**config.mk**
```make
export PLATFORM = sky130hd
export DESIGN_NAME = rrfd_front
export DESIGN_NICKNAME = d
export VERILOG_FILES = /design/src/rtl/rrfd_pkg.sv /design/src/rtl/rrfd_front.sv
export SDC_FILE = /design/constraint.sdc
export NUM_CORES = 1
export LEC_CHECK = 0
export BUFFER_PORTS_ARGS = -buffer_cell sky130_fd_sc_hd__buf_2
export CORE_MARGIN = 5
export CORE_UTILIZATION = 52
export CTS_CLUSTER_DIAMETER = 80
export DETAILED_ROUTE_END_ITERATION = 10
export GPL_TIMING_DRIVEN = 1
export MAX_ROUTING_LAYER = met4
export PLACE_DENSITY = 0.88
export SLEW_MARGIN = 0
export SYNTH_ARGS = -nofsm -noshare
export SYNTH_HDL_FRONTEND = slang
export SYNTH_SLANG_ARGS = --single-unit
```
**constraint.sdc**
```tcl
create_clock -name clk -period 1.59 [get_ports clk]
set_input_delay 0.159 -clock clk [delete_from_list [all_inputs] [get_ports clk]]
set_output_delay 0.159 -clock clk [all_outputs]
set_load 0.05 [all_outputs]
```
**src/rtl/rrfd_pkg.sv**
```systemverilog
package rrfd_pkg;

	localparam int FRAME_WIDTH  = 64;
	localparam int FRAME_HEIGHT = 64;
	localparam int FRAME_TOTAL  = FRAME_WIDTH * FRAME_HEIGHT;
	localparam int STORE_DEPTH  = 4096;
	localparam int ADDR_W       = 12;

	localparam int COL_W  = $clog2(FRAME_WIDTH + 1);
	localparam int ROW_W  = $clog2(FRAME_HEIGHT + 1);
	localparam int DONE_W = $clog2(FRAME_TOTAL + 1);
	localparam int LIN_W  = (DONE_W > ADDR_W) ? DONE_W : ADDR_W + 1;

	localparam int CMDQ_DEPTH = 4;
	localparam int CMDQ_AW    = $clog2(CMDQ_DEPTH);

	localparam logic OP_PACKET   = 1'b0;
	localparam logic OP_READ     = 1'b1;
	localparam logic KIND_STATUS = 1'b0;
	localparam logic KIND_PIXEL  = 1'b1;

	typedef enum logic [0:0] {
		REG_COLUMN_CODE = 1'b0,
		REG_ROW_CODE    = 1'b1
	} cfg_reg_t;

	typedef enum logic [1:0] {
		SCAN_NONE   = 2'd0,
		SCAN_COLUMN = 2'd1,
		SCAN_ROW    = 2'd2
	} scan_mode_t;

	typedef struct packed {
		logic              op;
		logic [7:0]        data_byte;
		logic              last_byte;
		logic [ADDR_W-1:0] read_address;
	} in_item_t;

	typedef struct packed {
		logic       result_kind;
		logic [7:0] packet_id;
		logic [7:0] packet_flag;
		logic       frame_ok;
		logic [7:0] red_value;
		logic [7:0] green_value;
		logic [7:0] blue_value;
	} result_t;

	typedef struct packed {
		logic              do_read;
		logic              do_run;
		logic              do_status;
		scan_mode_t        mode;
		logic [7:0]        run_count;
		logic [23:0]       rgb;
		logic [7:0]        packet_id;
		logic [7:0]        packet_flag;
		logic [ADDR_W-1:0] read_address;
	} cmd_t;

endpackage

```
**src/rtl/rrfd_front.sv**
```systemverilog
module rrfd_front import rrfd_pkg::*; (
	input  logic        clk,
	input  logic        arst_n,
	input  logic        accept,
	input  in_item_t    item,
	input  logic        cfg_valid,
	input  cfg_reg_t    cfg_index,
	input  logic [7:0]  cfg_data,
	output logic        cmd_push,
	output cmd_t        cmd
);

	typedef enum logic [2:0] {
		PH_ID    = 3'd0,
		PH_FLAG  = 3'd1,
		PH_COUNT = 3'd2,
		PH_RED   = 3'd3,
		PH_GREEN = 3'd4,
		PH_BLUE  = 3'd5
	} phase_t;

	phase_t     phase_q, phase_d;
	scan_mode_t mode_q, mode_d;
	logic [7:0]  count_q, count_d;
	logic [15:0] colour_q, colour_d;
	logic [7:0]  id_q, id_d;
	logic [7:0]  flag_q, flag_d;
	logic [7:0]  col_code_q, row_code_q;

	always_comb begin
		phase_d  = phase_q;
		mode_d   = mode_q;
		count_d  = count_q;
		colour_d = colour_q;
		id_d     = id_q;
		flag_d   = flag_q;
		cmd      = '0;
		cmd_push = 1'b0;
		if (accept) begin
			if (item.op == OP_READ) begin
				cmd.do_read      = 1'b1;
				cmd.read_address = item.read_address;
				cmd_push         = 1'b1;
			end else begin
				case (phase_q)
					PH_ID: begin
						id_d    = item.data_byte;
						flag_d  = 8'd0;
						phase_d = PH_FLAG;
					end
					PH_FLAG: begin
						flag_d = item.data_byte;
						if (item.data_byte == col_code_q)
							mode_d = SCAN_COLUMN;
						else if (item.data_byte == row_code_q)
							mode_d = SCAN_ROW;
						else
							mode_d = SCAN_NONE;
						phase_d = PH_COUNT;
					end
					PH_COUNT: begin
						count_d = item.data_byte;
						phase_d = PH_RED;
					end
					PH_RED: begin
						colour_d = {item.data_byte, 8'd0};
						phase_d  = PH_GREEN;
					end
					PH_GREEN: begin
						colour_d[7:0] = item.data_byte;
						phase_d       = PH_BLUE;
					end
					default: begin
						phase_d    = PH_COUNT;
						cmd.do_run = (mode_q != SCAN_NONE);
					end
				endcase
				cmd.mode        = mode_d;
				cmd.run_count   = count_q;
				cmd.rgb         = {colour_q, item.data_byte};
				cmd.packet_id   = id_d;
				cmd.packet_flag = flag_d;
				cmd.do_status   = item.last_byte;
				cmd_push        = cmd.do_run | item.last_byte;
				if (item.last_byte) begin
					phase_d  = PH_ID;
					mode_d   = SCAN_NONE;
					count_d  = 8'd0;
					colour_d = 16'd0;
				end
			end
		end
	end

	always_ff @(posedge clk or negedge arst_n) begin
		if (!arst_n) begin
			phase_q    <= PH_ID;
			mode_q     <= SCAN_NONE;
			count_q    <= 8'd0;
			colour_q   <= 16'd0;
			id_q       <= 8'd0;
			flag_q     <= 8'd0;
			col_code_q <= 8'd0;
			row_code_q <= 8'd1;
		end else begin
			phase_q  <= phase_d;
			mode_q   <= mode_d;
			count_q  <= count_d;
			colour_q <= colour_d;
			id_q     <= id_d;
			flag_q   <= flag_d;
			if (cfg_valid) begin
				case (cfg_index)
					REG_COLUMN_CODE: col_code_q <= cfg_data;
					REG_ROW_CODE:    row_code_q <= cfg_data;
					default:         ;
				endcase
			end
		end
	end

endmodule

```
==> metrics.md <==
| Metric | Value |
|---|---|
| Hold path depth | 2 |
| Post-synth net total | slightly below 400 |
| Wirelength per Cell | ~20 µm |
| Global-route usage over all layers | 0.2496 |
| Antenna diode count | 0 |
| Vias per inst | a little under 6 |
| DP Area | roughly 4300 µm² |
| Full die area | approximately 8200 µm² |
| Initial antenna violation count | 0 |
| Most frequent cells in the layout | buf_2 (81), dfrtp_1 (57), nand2_1 (52), and2_1 (35), buf_4 (32) |
| Post-synth EDFFs | 0 |
| Startpoint type of the worst setup path | flop |
| Hold Path End | col_code_q[1] |
| Antenna Violating Nets Remaining | 0 |
| Routed WL | roughly 12 mm |
| Num rows | 29 |
| Via count | about 3400 |
| CTS tree | yes |
| Sink Count | 61 |
| Max Fclk | 492.4 MHz |
| Final cell count without fillers | between 500 and 600 |
| Hold_ws | 55.28 ps |
| Critical R2R Launch | phase_q[0] |
| Asr flop ratio synth | 1.000 |
| Lkg Pwr | between 2 and 2.5 nW |
| CTS Root Cell | clkbuf_8 |
| Area delta synth->final | 53.37% |
| Commonest non-fill, non-tap cell in the layout | buf_2 |
| Failing checks | negative setup slack |
| Rel. slew slack | 0.7251 |
| Peak VDD IR | just under 0.8 mV |
| Synth unique cells | 41 |
| Fin worst setup slack | -441.0 ps |
| Final setup vio count | 34 |
| PD cells | ~1100 nW/µm² |
| Final min period | roughly 2000 ps |
| Layout cell share with drive strength beyond 1 | 0.5050 |
| Worst EP arrival | around 1900 ps |
| Yosys warnings | 0 |
| IO buf count | 100 |
| RSZ-0062 raised after global routing | true |
| Core area | around 6300 µm² |
| Pin count of the biggest net entering global routing | 62 |
| FF-to-FF End | colour_q[6] |
| First-pass iteration count of the detailed router | 5 |
| Setup TNS | -7436 ps |
| Clk pin slew, worst setup/hold paths | approximately 60 ps |
| Die extent in y | between 90 and 100 µm |
| Final Max Tran Viols | 0 |
| Max-Cap Viols | 0 |
| Skew final | about 7.4 ps |
| CTS Buf Count | 9 |
| Worst-path fanout max | 3 |
| Fin util | 0.8154 |
| DRC | 0 |
| R2R cell count | 7 |
| GPL Wtd Cong | 0.8819 |
| Mapped Area | 3376 µm² |
| Post-route cell area | ~5200 µm² |
| GRT Residual Overflow | 0 |
| R2R setup slack | -100 ps |
| Number of I/O pins | between 100 and 150 |
| DP Wirelength | around 6.8 mm |
| CP endpoint kind | primary output |
| Top FF cell, synth | dfrtp_1 |
| Starting Density | 0.5316 |
| WP data required | ~1400 ps |
| Outcome | finished, violations left |
| Pin slew with the least headroom to its limit | 402.0 ps |
| Fin crit share | 1.277 |
| H-tree levels | 3 |
| Synthesized instance count | 358 |
| HP Class | in2reg |
| Longest Clk Path Bufs | 2 |
| Crit path from | col_code_q[3] |
| Final hold vios | 0 |
| Iter 0 DRT Violations | around 370 |
| Number of nets in the layout | 531 |
| Hold path startpoint | cfg_data[1] |
| Seq/Total Area, Yosys | 0.4526 |
| Syn_area_per_cell | around 9.4 µm² |
| Vias in the first global route | ~3200 |
| Synthesized flop and latch total | 61 |
| Die Width | 90.57 µm |
| First-pass GRT wire length | about 16 mm |
| Worst skew pair latency | roughly 360 ps |
| Setup CP Type | reg2out |
| Dpl cells | around 540 |
-- layout make-up --
type                    count  area (µm²)
flip-flops and latches     61        1531
multi-input cells         266        2112
repair buffers            157        1274
inverters                   1       3.754
fillers                   357        1172
clock buffers              16       160.2
well taps                  77       96.34
-- critical path, stage by stage, from the launching register on --
cell and delay, ps:
dfrtp_1 390, xor2_1 200, nor4_2 50, buf_4 140, a211o_1 340, o31ai_4 200, buf_6 190
-- registers in the layout, summed over array words and instances (netlist names) --
signal / flops
col_code_q: 8
row_code_q: 8
phase_q: 3
count_q: 8
id_q: 8
flag_q: 8
mode_q: 2
colour_q: 16
-- routing by layer --
metal	share of wire	global-route usage	wire length [µm]	vias to the layer above
li1	-	-	-	1484
met1	0.38	0.3003	4531	1632
met2	0.49	0.3983	5789	210
met3	0.082	0.05417	974	55
met4	0.046	0.1179	539	0
met5	0	-	0	-
-- worst max-delay path by stage --
| stage | depth (start not counted) | endpoint | slack (ps) |
|---|---|---|---|
| global placement | 5 | cmd[61] | -90 |
| floorplan | 5 | cmd[61] | -160 |
| CTS | 6 | cmd[61] | -440 |
| finish | 6 | cmd[61] | -440 |
| detailed placement | 5 | cmd[60] | -150 |
| global route | 6 | cmd[61] | -510 |
-- Yosys cell counts (all sizes together), types with 3 or more instances --
cell,instances,area [µm²]
clkbuf,12,45.04
nand2,54,205.2
o31ai,3,36.28
dfrtp,60,1501
o21ai,36,183.9
a31oi,8,50.05
mux2i,16,160.2
xnor2,8,70.07
nand2b,10,65.06
nor2,19,73.82
buf,18,92.59
xor2,8,70.07
and3,12,75.07
nand3,3,15.01
and2,36,225.2
nor2b,9,56.30
nor3,3,26.28
mux2,24,270.3
nand4,3,18.77
-- cells by family after synthesis --
logic type                count (synthesis)  share of synthesized area
muxes                                    40                     0.1275
and+or+nand+nor                         154                     0.2365
xor gates and xnor gates                 16                    0.04151
DFF                                      61                     0.4526
AOI/OAI and AO/OA                        56                     0.1001
buffers and inverters                    31                    0.04188
-- through the flow --
stage | power, W | setup slack, ps
2_1_floorplan | 0.003167 | -158.7
3_3_place_gp | 0.003580 | -92.18
3_5_place_dp | 0.003673 | -149.4
4_1_cts | 0.005160 | -439.0
5_1_grt | 0.005984 | -506.1
6_report | 0.005760 | -441.0
-- where the power goes --
| group | switching (W) | internal, W | total [W] |
|---|---|---|---|
| Sequential | 0.000245 | 0.00185 | 0.00209 |
| Combinational | 0.00130 | 0.00113 | 0.00243 |
| Clock | 0.000624 | 0.000614 | 0.00124 |
-- what timing repair did --
item,4_1_cts,5_1_grt
pin swaps,8,17
cloned,1,3
hold buffers,1,0
setup endpoints to repair,20,56
endpoints found under the hold margin,60,0
resized for setup,58,64
setup buffers,10,10
No activity file was read; power rests on OpenSTA's default activity.
