$ cat src/rtl/rrfd_pkg.sv
package rrfd_pkg;

	localparam int FRAME_WIDTH  = 64;
	localparam int FRAME_HEIGHT = 64;
	localparam int FRAME_TOTAL  = FRAME_WIDTH * FRAME_HEIGHT;
	localparam int STORE_DEPTH  = 4096;
	localparam int ADDR_W       = 12;

	localparam int COL_W  = $clog2(FRAME_WIDTH + 1);
	localparam int ROW_W  = $clog2(FRAME_HEIGHT + 1);
	localparam int DONE_W = $clog2(FRAME_TOTAL + 1);
	localparam int LIN_W  = (DONE_W > ADDR_W) ? DONE_W : ADDR_W + 1;

	localparam int CMDQ_DEPTH = 4;
	localparam int CMDQ_AW    = $clog2(CMDQ_DEPTH);

	localparam logic OP_PACKET   = 1'b0;
	localparam logic OP_READ     = 1'b1;
	localparam logic KIND_STATUS = 1'b0;
	localparam logic KIND_PIXEL  = 1'b1;

	typedef enum logic [0:0] {
		REG_COLUMN_CODE = 1'b0,
		REG_ROW_CODE    = 1'b1
	} cfg_reg_t;

	typedef enum logic [1:0] {
		SCAN_NONE   = 2'd0,
		SCAN_COLUMN = 2'd1,
		SCAN_ROW    = 2'd2
	} scan_mode_t;

	typedef struct packed {
		logic              op;
		logic [7:0]        data_byte;
		logic              last_byte;
		logic [ADDR_W-1:0] read_address;
	} in_item_t;

	typedef struct packed {
		logic       result_kind;
		logic [7:0] packet_id;
		logic [7:0] packet_flag;
		logic       frame_ok;
		logic [7:0] red_value;
		logic [7:0] green_value;
		logic [7:0] blue_value;
	} result_t;

	typedef struct packed {
		logic              do_read;
		logic              do_run;
		logic              do_status;
		scan_mode_t        mode;
		logic [7:0]        run_count;
		logic [23:0]       rgb;
		logic [7:0]        packet_id;
		logic [7:0]        packet_flag;
		logic [ADDR_W-1:0] read_address;
	} cmd_t;

endpackage

$ cat src/rtl/rrfd_cmd_fifo.sv
module rrfd_cmd_fifo import rrfd_pkg::*; (
	input  logic clk,
	input  logic arst_n,
	input  logic push,
	input  cmd_t push_data,
	output logic full,
	input  logic pop,
	output logic valid,
	output cmd_t head
);

	cmd_t               mem_q [CMDQ_DEPTH];
	logic [CMDQ_AW-1:0] wr_q, rd_q;
	logic [CMDQ_AW:0]   cnt_q;
	logic               do_push, do_pop;

	assign full    = (cnt_q == (CMDQ_AW + 1)'(CMDQ_DEPTH));
	assign valid   = (cnt_q != '0);
	assign head    = mem_q[rd_q];
	assign do_push = push && !full;
	assign do_pop  = pop && valid;

	always_ff @(posedge clk) begin
		if (do_push)
			mem_q[wr_q] <= push_data;
	end

	always_ff @(posedge clk or negedge arst_n) begin
		if (!arst_n) begin
			wr_q  <= '0;
			rd_q  <= '0;
			cnt_q <= '0;
		end else begin
			if (do_push)
				wr_q <= wr_q + 1'b1;
			if (do_pop)
				rd_q <= rd_q + 1'b1;
			case ({do_push, do_pop})
				2'b10:   cnt_q <= cnt_q + 1'b1;
				2'b01:   cnt_q <= cnt_q - 1'b1;
				default: cnt_q <= cnt_q;
			endcase
		end
	end

endmodule

$ cat config.mk
export PLATFORM = sky130hd
export DESIGN_NAME = rrfd_cmd_fifo
export DESIGN_NICKNAME = d
export VERILOG_FILES = /design/src/rtl/rrfd_pkg.sv /design/src/rtl/rrfd_cmd_fifo.sv
export SDC_FILE = /design/constraint.sdc
export NUM_CORES = 1
export LEC_CHECK = 0
export BUFFER_PORTS_ARGS = -buffer_cell sky130_fd_sc_hd__clkbuf_2
export CORE_ASPECT_RATIO = 1.75
export CORE_MARGIN = 4
export CORE_UTILIZATION = 40
export CTS_CLUSTER_DIAMETER = 120
export CTS_CLUSTER_SIZE = 8
export DETAILED_ROUTE_END_ITERATION = 10
export PLACE_DENSITY_LB_ADDON = 0.1
export SLEW_MARGIN = 20
export SYNTH_ARGS = -nofsm -noshare
export SYNTH_HDL_FRONTEND = slang
export SYNTH_SLANG_ARGS = --single-unit
$ cat constraint.sdc
create_clock -name clk -period 2.8 [get_ports clk]
set_input_delay 0 -clock clk [delete_from_list [all_inputs] [get_ports clk]]
set_output_delay 0 -clock clk [all_outputs]
set_load 0.02 [all_outputs]
==> results by group, run 1 <==
Floorplan
  • Die W: 126.5 um
  • IO Pins: 136
  • Die ar.: 27,250 um2
  • Starting Density: 0.4077
  • Core area: 24,120 um2
  • Die Ht: 215.4 um
  • Row count: 75

Cells and area
  • Synth-to-layout area growth: 29.37%
  • Fillers: 1,921
  • Antenna fix cells: 0
  • Multi-input logic area: 1692 um2
  • Share of layout cells above drive strength 1: 0.4138
  • Nets: 697
  • Reg area: 7990 um2

Setup path
  • Worst setup path class: reg2out
  • Arr. time, crit path: 2.25 ns
  • Worst Reg-to-Reg Cells: 4
  • Reg2reg start: cnt_q[2]
  • Max FO, Critical Path: 34
  • Setup slack, reg-to-reg: 0.66 ns
  • Crit path required time: 2.80 ns
  • Worst R2R End: mem_q[0][60]
  • Worst Setup Start Kind: flip-flop
  • Endpoint class of the critical path: output port

Clock tree
  • PostCTS Resize Cnt: 0
  • Clock buffer depth: 3
  • Root Buffer: clkbuf_16
  • H-tree levels: 2
  • Clock latency on the worst-skew pair: 0.50 ns
  • Worst-path clk slew: 0.05 ns
  • CTS Sinks: 267
  • CTS Buf Count: 39
  • CTS tree: done

Pwr
  • Seq pwr share: 0.404
  • PwrDens: 1096 nW/um2
  • Switching Power: 4.250 mW
  • Switching Fraction: 0.3049
  • Power Internal: 9.689 mW
  • Clock power share: 0.296
  • Worst vdd ir: 0.6121 mV
  • Combinational power share: 0.300
  • Overall power: 13.94 mW
  • Leak: 4.473 nW

Placement
  • Detailed placement HPWL: 12,440 um
  • RD Place Congestion: 0.6607
  • PortBufs: 135

Timing
  • Setup Viol. Count Final: 0
  • Hold Vio Cnt, Final: 0
  • Tmin final: 2.246 ns
  • Final period util: 0.8020
  • RSZ-0062 raised after global routing: false
  • Clk_skew: 0.01168 ns
  • Worst slew margin: 0.6479
  • Fin Hold WS: 0.2660 ns
  • Worst Tran Pin Value: 0.5271 ns
  • Setup TNS: 0 ns
  • Slew Limit Fails: 0
  • Fmax: 445.3 MHz

Drt
  • DRT Wirelength: 19,630 um
  • First DRT Iteration DRCs: 241
  • Detail Route Antenna Nets: 0
  • Routed vias: 4,666
  • Vias per inst: 4.932
  • Post-DR wirelength/cell: 20.75 um
  • Number of remaining DRC errors: 0
  • DR pass1 iterations: 4

Status
  • Status: finished, final reports clean

Synthesis
  • Synthesized net count: 452
  • Ys Warns: 0
  • Register area share after synthesis: 0.8118
  • Ys flop type: edfxtp_1
  • Post-Syn Area: 9833 um2
  • Synth area leaders: edfxtp_1, mux4_2, dfrtp_1, buf_12, ha_1
  • Post-Synthesis Cells: 377
  • Ys async rst share: 0.02622
  • #FFs+latches synth: 267
  • Mean Syn Cell Area: 26.08 um2
  • Yosys top cell by area: edfxtp_1
  • Top cell type's share of synthesized area: 0.7940
  • Top post-synthesis cells by count: edfxtp_1, mux4_2, dfrtp_1
  • Most frequent cell after synthesis: edfxtp_1
  • EDFF count, synth: 260
  • Synth unique cells: 22

Global route
  • Vias in the first global route: 5,351
  • Largest net degree at the start of global routing: 35
  • Tot GR Track Use: 0.1476
  • Grt met3 use: 0.02994
  • GRT Max-Usage Layer: met2
  • Total grt overflow: 0
  • Met1 usage: 0.1756
  • Initial antenna violation count: 0
  • Global-route wire length before repair: 30,780 um
  • Met2 Use GR: 0.2647

Worst hold path
  • Hold path depth: 2
  • Hold WC Path Type: in2reg
  • Hold path startpoint: push_data[7]
  • WHS Endpoint: mem_q[3][7]

Flow run
  • Max_cap viols: 0
==> cell families after synthesis <==
logic type / count (synthesis) / share of synthesized area
compound gates: 1 / 0.0008909
xor+xnor: 6 / 0.005345
fa+ha+maj: 6 / 0.008398
buf+inv: 21 / 0.01718
flops: 267 / 0.8118
mux: 67 / 0.1510
simple gates: 9 / 0.005344
==> cell type report <==
class,instances,share of cell area
inverter,6,0.001770
sequential,267,0.6281
tap,308,0.03029
clock inverter,1,0.0005901
multi-input combinational,89,0.1330
timing repair buffer,219,0.1212
clock buffer,56,0.08508
==> worst max-delay path by stage <==
stage	end	depth (start not counted)	startpoint
3_3_place_gp	mem_q[0][34]	4	cnt_q[2]
4_1_cts	head[50]	3	rd_q[0]
2_1_floorplan	cnt_q[2]	9	cnt_q[0]
3_5_place_dp	mem_q[1][55]	4	cnt_q[2]
5_1_grt	head[50]	3	rd_q[0]
6_report	head[50]	3	rd_q[0]
==> registers in the layout, summed over array words and instances (netlist names) <==
name and count:
rd_q 2, cnt_q 3, wr_q 2, mem_q 260
==> repair_timing <==
action | 4_1_cts | 5_1_grt
buffers inserted | 0 | 0
hold endpoints to repair | 270 | 0
hold buffers | 69 | 0
==> power by group through the flow <==
stage | combinational [mW] | clock, mW | sequential [mW]
floorplan | 3.02 | 0 | 5.50
global placement | 4.22 | 0 | 5.68
detailed placement | 4.25 | 0 | 5.73
CTS | 4.34 | 4.25 | 5.66
global route | 4.50 | 4.44 | 5.71
finish | 4.18 | 4.13 | 5.64
==> metal layers <==
layer	part of all wire	vias to the layer above
li1	-	2101
met1	0.38	2419
met2	0.55	117
met3	0.047	29
met4	0.021	0
met5	0	-
==> cell usage in the layout, fill, tap and decap left out, drive strengths merged <==
master	netlist	final
xor2	3	3
edfxtp	260	260
o31a	1	1
dfrtp	7	7
mux2i	1	1
dlygate4sd3	0	69
nor2	1	1
mux4	65	65
clkbuf	2	191
buf	13	15
nand2	1	1
inv	6	6
nor2b	1	1
mux2	1	1
clkinvlp	0	1
or3	1	1
fa	1	1
xnor2	3	3
nor3b	1	1
ha	5	5
and2	4	4
==> stage by stage <==
stage / setup WS (ns) / util / std cells / area (um2)
after CTS: 0.4723 / 0.5275 / 946 / 12720
final: 0.5543 / 0.5275 / 946 / 12720
after global routing: 0.4177 / 0.5275 / 946 / 12720
after detailed placement: 0.6130 / 0.4536 / 820 / 10940
after floorplan: 0.4224 / - / 377 / 9838
after global placement: 0.6945 / 0.4536 / 820 / 10940
==> critical path, stage by stage, from the launching register on <==
cell and delay (ns):
dfrtp_4 0.61, buf_12 0.33, mux4_2 0.60, clkbuf_2 0.19
Power figures use the tool's default switching activity.
==> inputs of run 2 (changes only) <==
==> constraint.sdc (replaced) <==
create_clock -name clk -period 1.9 [get_ports clk]
set_input_delay 0 -clock clk [delete_from_list [all_inputs] [get_ports clk]]
set_output_delay 0 -clock clk [all_outputs]
set_load 0.02 [all_outputs]
==> run 2 against run 1 <==
- the flow now finishes with violations (setup timing)
- cell count increased by 1.7%
- critical path depth up 1
- global-route usage increased by 0.12 points
- flip-flop and latch count unchanged
- largest cell class unchanged
- largest power group is now combinational logic
==> results by group, run 2 (synthesized netlist as in run 1, its figures left out) <==
Clock tree
  • CTS Buf Count: 39 (unchanged)
  • Clock latency on the worst-skew pair: 0.50 ns (about the same)
  • CTS Sinks: 267 (unchanged)
  • Clock buffer depth: 3 (unchanged)
  • Root Buffer: clkbuf_16
  • H-tree levels: 2 (unchanged)
  • CTS tree: done
  • Worst-path clk slew: 0.05 ns (about the same)

Setup path
  • Crit path required time: 1.90 ns (-0.90 ns)
  • Endpoint class of the critical path: output port
  • Arr. time, crit path: 1.95 ns (-0.30 ns)
  • Max FO, Critical Path: 8 (-76%)
  • Setup slack, reg-to-reg: 0.04 ns (-0.62 ns)
  • Worst Setup Start Kind: flip-flop
  • Worst setup path class: reg2out

Pwr
  • Worst vdd ir: 0.9847 mV (+61%)
  • PwrDens: 1681 nW/um2 (+53%)
  • Leak: 4.767 nW (+6.6%)

Worst hold path
  • Hold WC Path Type: in2reg

Global route
  • Initial antenna violation count: 0 (unchanged)
  • Tot GR Track Use: 0.1488 (+0.001218)
  • Global-route wire length before repair: 31,210 um (+1.4%)
  • Vias in the first global route: 5,543 (+3.6%)
  • Total grt overflow: 0 (unchanged)
  • Largest net degree at the start of global routing: 38 (+8.6%)

Drt
  • Routed vias: 4,783 (+2.5%)
  • Detail Route Antenna Nets: 0 (unchanged)
  • Vias per inst: 4.972 (+0.80%)
  • Number of remaining DRC errors: 0 (unchanged)
  • Post-DR wirelength/cell: 20.74 um (about the same)
  • DRT Wirelength: 19,950 um (+1.6%)
  • DR pass1 iterations: 7 (+3)
  • First DRT Iteration DRCs: 241 (unchanged)

Cells and area
  • Max reg flops: 260 (unchanged)
  • Non-filler cells, final: 962 (+1.7%)
  • Share of layout cells above drive strength 1: 0.4404 (+0.02657)
  • Most flop-heavy register: mem_q
  • Synth-to-layout area growth: 37.46%
  • Reg area: 7993 um2 (about the same)
  • Antenna fix cells: 0 (unchanged)
  • Nets: 714 (+2.4%)
  • Commonest non-fill, non-tap cell in the layout: edfxtp_1
  • Multi-input logic area: 1710 um2 (+1.1%)
  • Most frequent cells in the layout: edfxtp_1, clkbuf_2, dlygate4sd3_1
  • Fillers: 1,795 (-6.6%)
  • Biggest regs: mem_q x260, cnt_q x3

Placement
  • Detailed placement HPWL: 11,580 um (-7.0%)
  • PortBufs: 135 (unchanged)
  • Dpl cells: 823 (+0.37%)
  • RD Place Congestion: 0.7356 (+11%)

Timing
  • Clk_skew: 0.01618 ns (+0.004500 ns)
  • Worst Tran Pin Value: 0.3192 ns (-0.2079 ns)
  • Tmin final: 1.951 ns
  • Fmax: 512.5 MHz
  • Worst slew margin: 0.7865 (+0.1386)
  • Slew Limit Fails: 0 (unchanged)
  • Setup ws final: -0.05111 ns (-0.6054 ns)
  • Hold Vio Cnt, Final: 0 (unchanged)
  • Fin Hold WS: 0.2528 ns (-0.01319 ns)
  • Setup TNS: -1.035 ns (-1.035 ns)
  • RSZ-0062 raised after global routing: true
  • Final period util: 1.027
  • Setup Viol. Count Final: 51 (+51)

Floorplan
  • Die W: 126.5 um (unchanged)
  • Core area: 24,120 um2 (unchanged)
  • Starting Density: 0.4077 (unchanged)
  • Die ar.: 27,250 um2 (unchanged)
  • Row count: 75 (unchanged)
  • IO Pins: 136 (unchanged)
  • Die Ht: 215.4 um (unchanged)

Status
  • Status: complete, but fails checks
  • Violated checks: setup timing

Flow run
  • Max_cap viols: 0 (unchanged)
## run 2: repair_timing
action                                 in CTS  in global routing
gates resized for setup                    20                185
cloned                                      1                  3
setup endpoints to repair                  65                 66
endpoints found under the hold margin     270                  0
buffers inserted                            8                  3
pin swaps                                   0                  2
hold buffers                               69                  0
## run 2: where the power goes
part	internal, mW	switching (mW)	total (mW)	leakage, nW
registers	7.81	0.307	8.12	2.46
clock network	3.86	2.23	6.09	0.522
logic	4.38	4.12	8.51	1.79
## run 2: cell type report
| type | instances | share of cell area |
|---|---|---|
| Inverter | 6 | 0.001666 |
| Sequential cell | 267 | 0.5913 |
| Tap cell | 308 | 0.02851 |
| Clock buffer | 55 | 0.07979 |
| Clock inverter | 1 | 0.0005554 |
| Timing Repair Buffer | 236 | 0.1716 |
| Multi-Input combinational cell | 89 | 0.1265 |
## run 2: layer usage
layer	up-vias	global-route usage	part of all wire
met5	-	0	0
met4	0	0.05297	0.021
met3	29	0.03711	0.052
met2	132	0.2638	0.55
met1	2491	0.1744	0.38
li1	2131	-	-
## run 2: worst paths after layout
path	to	depth (start not counted)	startpoint
setup / recovery	head[12]	4	rd_q[0]
hold / removal	mem_q[2][0]	2	push_data[0]
setup reg to reg	cnt_q[2]	9	cnt_q[0]
hold reg to reg	cnt_q[2]	1	cnt_q[2]
max in group asynchronous	rd_q[0]	3	arst_n
min in group asynchronous	cnt_q[2]	3	arst_n
## run 2: critical path, cell delays in order (launching register included)
cell and delay [ns]:
dfrtp_4 0.45, buf_8 0.15, buf_12 0.15, mux4_2 0.54
buf_6 0.16
## run 2: through the flow
| step | setup WS [ns] | power [mW] | util | cell area (um2) |
|---|---|---|---|---|
| 2_1_floorplan | -0.1921 | 12.59 | - | 9857 |
| 5_1_grt | -0.1160 | 23.82 | 0.5605 | 13520 |
| 4_1_cts | -0.1417 | 21.77 | 0.5416 | 13060 |
| 3_3_place_gp | 0.1021 | 14.89 | 0.4605 | 11110 |
| 6_report | -0.05111 | 22.72 | 0.5605 | 13520 |
| 3_5_place_dp | 0.03674 | 14.99 | 0.4605 | 11110 |
